--- src/rtl/nearest_color_lookup_defines.svh ---
// Assertion macros used by the nearest color lookup search engine.
`ifndef NEAREST_COLOR_LOOKUP_DEFINES_SVH
`define NEAREST_COLOR_LOOKUP_DEFINES_SVH

// Same-cycle implication, disabled while reset is asserted.
`define NCL_ASSERT_NOW(label, clk, rst_n, ante, cons, msg) \
	label: assert property (@(posedge clk) disable iff (!rst_n) (ante) |-> (cons)) \
		else $error(msg);

// Next-cycle implication, disabled while reset is asserted.
`define NCL_ASSERT_NEXT(label, clk, rst_n, ante, cons, msg) \
	label: assert property (@(posedge clk) disable iff (!rst_n) (ante) |=> (cons)) \
		else $error(msg);

`endif

--- src/rtl/ncl_pkg.sv ---
// Types and constants shared by the nearest color lookup modules.
`timescale 1ns / 1ps
`default_nettype none

package ncl_pkg;

	localparam int TABLE_DEPTH = 1024;
	localparam int ADDR_W      = $clog2(TABLE_DEPTH);
	localparam int IDX_W       = 10;
	localparam int CNT_W       = 11;
	localparam int COLOR_W     = 8;
	localparam int DIST_W      = 18;
	localparam int SQ_W        = 2 * COLOR_W;

	// Threshold 450, compared on the squared distance.
	localparam int DIST_LIMIT    = 450;
	localparam logic [DIST_W-1:0] DIST_LIMIT_SQ = DIST_W'(DIST_LIMIT * DIST_LIMIT);

	// Queue between the front and the engine; depth must be a power of two.
	localparam int QUEUE_DEPTH = 2;
	localparam int QPTR_W      = $clog2(QUEUE_DEPTH);
	localparam int QCNT_W      = $clog2(QUEUE_DEPTH + 1);

	typedef enum logic {
		CMD_WRITE = 1'b0,
		CMD_QUERY = 1'b1
	} cmd_e_t;

	typedef struct packed {
		logic [COLOR_W-1:0] red;
		logic [COLOR_W-1:0] green;
		logic [COLOR_W-1:0] blue;
	} rgb_t;

	typedef struct packed {
		cmd_e_t           kind;
		logic [IDX_W-1:0] entry_index;
		rgb_t             color;
	} item_t;

endpackage

`default_nettype wire

--- src/rtl/ncl_front.sv ---
// Command front end: accepts and classifies commands and queues them for the engine.
`timescale 1ns / 1ps
`default_nettype none

module ncl_front (
	input  wire                          clk,
	input  wire                          arst_n,
	input  wire                          start,
	input  wire                          cmd,
	input  wire  [ncl_pkg::IDX_W-1:0]    entry_index,
	input  wire  [ncl_pkg::COLOR_W-1:0]  red,
	input  wire  [ncl_pkg::COLOR_W-1:0]  green,
	input  wire  [ncl_pkg::COLOR_W-1:0]  blue,
	output logic                         busy,
	output logic                         q_valid,
	output ncl_pkg::item_t               q_item,
	input  wire                          q_pop
);
	import ncl_pkg::*;

	item_t             fifo_q [QUEUE_DEPTH];
	logic [QPTR_W-1:0] wr_ptr_q;
	logic [QPTR_W-1:0] rd_ptr_q;
	logic [QCNT_W-1:0] count_q;
	item_t             in_item;
	logic              push;
	logic              pop;

	always_comb begin
		in_item.entry_index = entry_index;
		in_item.color       = '{red: red, green: green, blue: blue};
		unique case (cmd)
			1'b1:    in_item.kind = CMD_QUERY;
			default: in_item.kind = CMD_WRITE;
		endcase
	end

	assign busy    = (count_q == QCNT_W'(QUEUE_DEPTH));
	assign push    = start && !busy;
	assign q_valid = (count_q != '0);
	assign pop     = q_pop && q_valid;
	assign q_item  = fifo_q[rd_ptr_q];

	always_ff @(posedge clk) begin
		if (push) begin
			fifo_q[wr_ptr_q] <= in_item;
		end
	end

	always_ff @(posedge clk or negedge arst_n) begin
		if (!arst_n) begin
			wr_ptr_q <= '0;
			rd_ptr_q <= '0;
			count_q  <= '0;
		end else begin
			if (push) begin
				wr_ptr_q <= wr_ptr_q + QPTR_W'(1);
			end
			if (pop) begin
				rd_ptr_q <= rd_ptr_q + QPTR_W'(1);
			end
			priority if (push && !pop) begin
				count_q <= count_q + QCNT_W'(1);
			end else if (pop && !push) begin
				count_q <= count_q - QCNT_W'(1);
			end
		end
	end

endmodule

`default_nettype wire

--- config.mk ---
export PLATFORM = sky130hd
export DESIGN_NAME = ncl_front
export DESIGN_NICKNAME = d
export VERILOG_FILES = /design/src/rtl/nearest_color_lookup_defines.svh /design/src/rtl/ncl_pkg.sv /design/src/rtl/ncl_front.sv
export SDC_FILE = /design/constraint.sdc
export NUM_CORES = 1
export LEC_CHECK = 0
export BUFFER_PORTS_ARGS = -buffer_cell sky130_fd_sc_hd__buf_2
export CAP_MARGIN = 25
export CORE_MARGIN = 2
export CORE_UTILIZATION = 52
export CTS_CLUSTER_SIZE = 28
export DETAILED_ROUTE_END_ITERATION = 6
export GPL_ROUTABILITY_DRIVEN = 0
export HOLD_SLACK_MARGIN = 0.1
export PLACE_DENSITY = 0.83
export SLEW_MARGIN = 20
export SYNTH_ARGS = -nofsm -noshare
export SYNTH_HDL_FRONTEND = slang
export SYNTH_SLANG_ARGS = --single-unit
--- constraint.sdc ---
create_clock -name clk -period 2.74 [get_ports clk]
set_input_delay 0.137 -clock clk [delete_from_list [all_inputs] [get_ports clk]]
set_output_delay 0.137 -clock clk [all_outputs]
set_load 0.01 [all_outputs]
Word-level counts from Yosys, hierarchy flattened
Memories as Yosys holds them, arrays and structs flattened.
Index checks and enable logic that the tools add are counted.
Widths: inputs -> output; s select.
- flip-flop bits (word level): 4
- bits in writable memories: 70
- output and inout bits: 37
- memories kept: 1
- $add $sub $neg: 4
- equality and inequality tests: 1
- mux-type cells: 5
- reductions and logical operators: 9
- memory list (memory ; depth ; width ; rd ports ; clocked after memory_dff ; wr ports ; line ; source):
    fifo_q ; 2 ; 35 ; 1 ; 0 ; 1 ; ncl_front.sv:21 ; item_t fifo_q [QUEUE_DEPTH];
- operator list (operator ; number):
    $logic_and 1x1->1 ; 4
    $mux 2 ; 2
    $reduce_bool 2->1 ; 2
    $logic_not 1->1 ; 3
    $mux 1 ; 3
    $add 1x1->1 const B ; 2
    $add 2x1->2 const B ; 1
    $eq 2x2->1 const B ; 1
    $sub 2x1->2 const B ; 1

Logic depth before layout (Yosys ltp)
- depth after elaboration: 7
- depth in mapped cells: 7
- gate-level depth less buffers: 7

Least setup slack after synthesis
Ideal clock, no wire load.
- kind: register -> register
- start point: register count_q[0]
- end point: memory fifo_q[0][0] (netlist bit) (enable)
- library setup time: 0.427 ns
- arrival: 2.102 ns
- required time: 2.313 ns
- setup slack: 0.211 ns
- stages on the path, launching flop included: 4
- buffers on the path: 0
- cell sequence: dfrtp_1 -> nand2b_1 -> nand2_1 -> nor2_1
- cells in the longest elaborated chain, start to end: 5
- ends and longest elaborated chain (what ; line ; source):
    from (decl) ; ncl_front.sv:24 ; logic [QCNT_W-1:0] count_q;
    from (signal assigned) ; ncl_front.sv:63 ; count_q <= count_q + QCNT_W'(1);
    from (signal assigned) ; ncl_front.sv:65 ; count_q <= count_q - QCNT_W'(1);
    $eq 2x2->1 ; ncl_front.sv:38 ; assign busy = (count_q == QCNT_W'(QUEUE_DEPTH));
    $logic_not 1->1 ; ncl_front.sv:39 ; assign push = start && !busy;
    $logic_and 1x1->1 ; ncl_front.sv:39 ;
    $mux 1 ; ncl_front.sv:45 ; if (push) begin
    $mux 1 (not written as such) ; ncl_front.sv:46 ; fifo_q[wr_ptr_q] <= in_item;
    to (decl) ; ncl_front.sv:21 ;
Every way passes these cells.

==> flow_summary_export.csv <==
group,metric,value,unit
setup_path,critical_path_arrival,1900,ps
global_routing,grt_pass1_vias,1594,
job,cap_viol_max_count,0,
setup_path,end_kind,"primary output",
detailed_routing,viasPerCell,4.80,
clock_tree,cts_buffers,9,
setup_path,critical_path_class,"flip-flop to primary output",
clock_tree,cts_sinks,74,
sta,fin_worst_skew,6.82,ps
clock_tree,clkTransAtPathRegs,70,ps
global_routing,use_met1,0.198,
yosys,syn_area_per_cell,22.5,µm²
power,peakVddDrop,0.624,mV
floorplan,dieArea,6140,µm²
sta,setup_tns,0,ps
floorplan,ios,76,
global_routing,antenna_found_initial,0,
global_routing,gr-max-usage-layer,"met2",
sta,setup_viol,0,
setup_path,rr_startpoint,"count_q[0]",
global_routing,track_usage,0.164,
floorplan,fp-row-count,27,
detailed_routing,wl_per_cell,14.6,µm
placement,io_buffers,75,
clock_tree,clk_latency,340,ps
clock_tree,cts-root-buf,"clkbuf_8",
floorplan,die_h,78.4,µm
detailed_routing,drt_first_pass_iters,4,
layout,num-fill-cells,344,
floorplan,start_util,0.529,
yosys,synth_top_area_frac,0.731,
global_routing,grt-ovfl-total,0,
yosys,yosysTopAreaCell,"edfxtp_1",
placement,dp_hpwl,2930,µm
power,comb_power_share,0.319,
setup_path,reg2reg_slack,970,ps
power,leakage,0.00158,µW
yosys,synth.distinct_cells,16,
layout,antennaDiodeCount,0,
sta,fmax,490,MHz
setup_path,worstReg2RegEnd,"fifo_q[0][2]",
status,outcome,"completed",
power,p_int,2720,µW
power,p_sw,1080,µW
global_routing,grt_pass1_wl,7370,µm
layout,stdcell_count,327,
yosys,synth_area,2880,µm²
setup_path,r2r.worst_path.cells,4,
yosys,ys_ff_latch,74,
yosys,synth.net_count,168,
power,seqPwrFrac,0.449,
yosys,synthCells,128,
yosys,yosys_warnings,0,
layout,drive_above_1_share,0.510,
global_routing,grt_use_met2,0.277,
clock_tree,cts-resized-gates,0,
global_routing,use_met3,0.0414,
clock_tree,cts_buffer_depth,2,
detailed_routing,drc,0,
setup_path,crit_fanout,20,
detailed_routing,wl,4780,µm
detailed_routing,drtIter0Drc,59,
layout,area_growth_syn_to_layout,35.0,%
floorplan,die_w,78.4,µm
power,pwr-share-clk,0.232,
sta,drv_slew,0,
power,swShare,0.284,
sta,post-route-period-util,0.745,
sta,hold-worst-slack,129,ps
sta,relSlewSlack,0.452,
floorplan,core_area,5440,µm²
yosys,synth_area_leaders,"edfxtp_1 (73%), mux2_4 (15%), dfrtp_1 (3.5%)",
sta,rsz0062_at_grt,"false",
sta,finalHoldViolCount,0,
detailed_routing,vias,1569,
setup_path,critPathRequiredTime,2600,ps
layout,fin_nets,290,
yosys,yosysSeqAreaShare,0.766,
setup_path,critPathLaunchType,"flip-flop",
clock_tree,htreeDepth,3,
sta,min_period,2040,ps
clock_tree,cts_tree,"yes",
power,power_density,979,nW/µm²
sta,worst_slew_pin_slew,822,ps
min_path,hold_class,"input port to asynchronous set/reset pin",
detailed_routing,drtAntennaViolNets,0,
placement,dp_cells,274,
global_routing,grt_max_degree,36,
-- metal layers --
layer / share of wire / routed length, µm
met5: 0 / 0
met2: 0.50 / 2380
met4: 0.015 / 71
met1: 0.43 / 2070
met3: 0.054 / 260
-- per-stage QoR --
stage | util | setup WS [ps] | total power (µW) | area [µm²]
2_1_floorplan | - | 211 | 2600 | 2880
3_3_place_gp | 0.607 | 1040 | 2880 | 3300
3_5_place_dp | 0.607 | 987 | 2920 | 3300
4_1_cts | 0.714 | 671 | 3830 | 3880
5_1_grt | 0.714 | 605 | 3980 | 3880
6_report | 0.714 | 698 | 3800 | 3880
-- layout by cell type (no fill, tap or decap), drive strengths merged --
cell | netlist | layout
nand2b | 1 | 1
and3 | 1 | 1
bufinv | 0 | 2
nand2 | 2 | 2
dlygate4sd3 | 0 | 37
inv | 2 | 2
mux2 | 35 | 35
xnor2 | 3 | 3
nor2 | 2 | 2
ha | 1 | 1
clkbuf | 0 | 11
dfrtp | 4 | 4
xor2 | 2 | 2
clkinv | 0 | 1
clkinvlp | 0 | 2
buf | 4 | 78
edfxtp | 70 | 70
or2 | 1 | 1
-- cell usage after synthesis, drive strengths merged --
library cell  instances
or2                   1
and3                  1
buf                   4
ha                    1
nor2                  2
xor2                  2
nand2                 2
mux2                 35
xnor2                 3
nand2b                1
edfxtp               70
dfrtp                 4
inv                   2
-- power groups by stage --
stage / logic (µW) / clock network [µW] / registers, µW
6_report: 1210 / 881 / 1710
4_1_cts: 1230 / 893 / 1710
3_3_place_gp: 1170 / 0 / 1720
3_5_place_dp: 1180 / 0 / 1740
5_1_grt: 1310 / 934 / 1740
2_1_floorplan: 962 / 0 / 1640
-- kinds of logic after synthesis --
| family | count (synthesis) | share of synthesized area |
|---|---|---|
| XOR/XNOR | 5 | 0.0152 |
| buffers and inverters | 6 | 0.0274 |
| AND/OR/NAND/NOR | 7 | 0.0126 |
| multiplexers | 35 | 0.175 |
| adder cells (fa/ha/maj) | 1 | 0.00435 |
| flip-flops | 74 | 0.766 |
-- worst max-delay path by stage --
stage	endpoint	cells past startpoint	slack (ps)	from
after detailed placement	fifo_q[0][0]	4	990	count_q[0]
after global placement	fifo_q[0][19]	4	1040	count_q[0]
final	q_item[23]	3	700	rd_ptr_q
after global routing	q_item[10]	3	610	rd_ptr_q
after floorplan	fifo_q[0][0]	3	210	count_q[0]
after CTS	q_item[10]	3	670	rd_ptr_q
-- flip-flops by register name, indices dropped and copies added (netlist names) --
| signal | count |
|---|---|
| wr_ptr_q | 1 |
| fifo_q | 70 |
| rd_ptr_q | 1 |
| count_q | 2 |
-- final cells by class --
cell class,instances,area [µm²],share of cell area
Clock inverter,5,78.8,0.0203
Inverter,2,7.51,0.00193
Tap cell,72,90.1,0.0232
Timing Repair Buffer,115,768,0.198
Multi-Input combinational cell,48,604,0.156
Clock buffer,11,131,0.0338
Sequential cell,74,2200,0.567
-- critical path: stages, from the launching register on --
cell and delay [ps]:
dfrtp_2 770, buf_4 310, mux2_2 350, buf_2 140
-- timing repair --
item,4_1_cts,5_1_grt
hold buffers,37,0
endpoints found under the hold margin,75,0
buffers inserted,0,0
(Power assumes the default switching activity.)
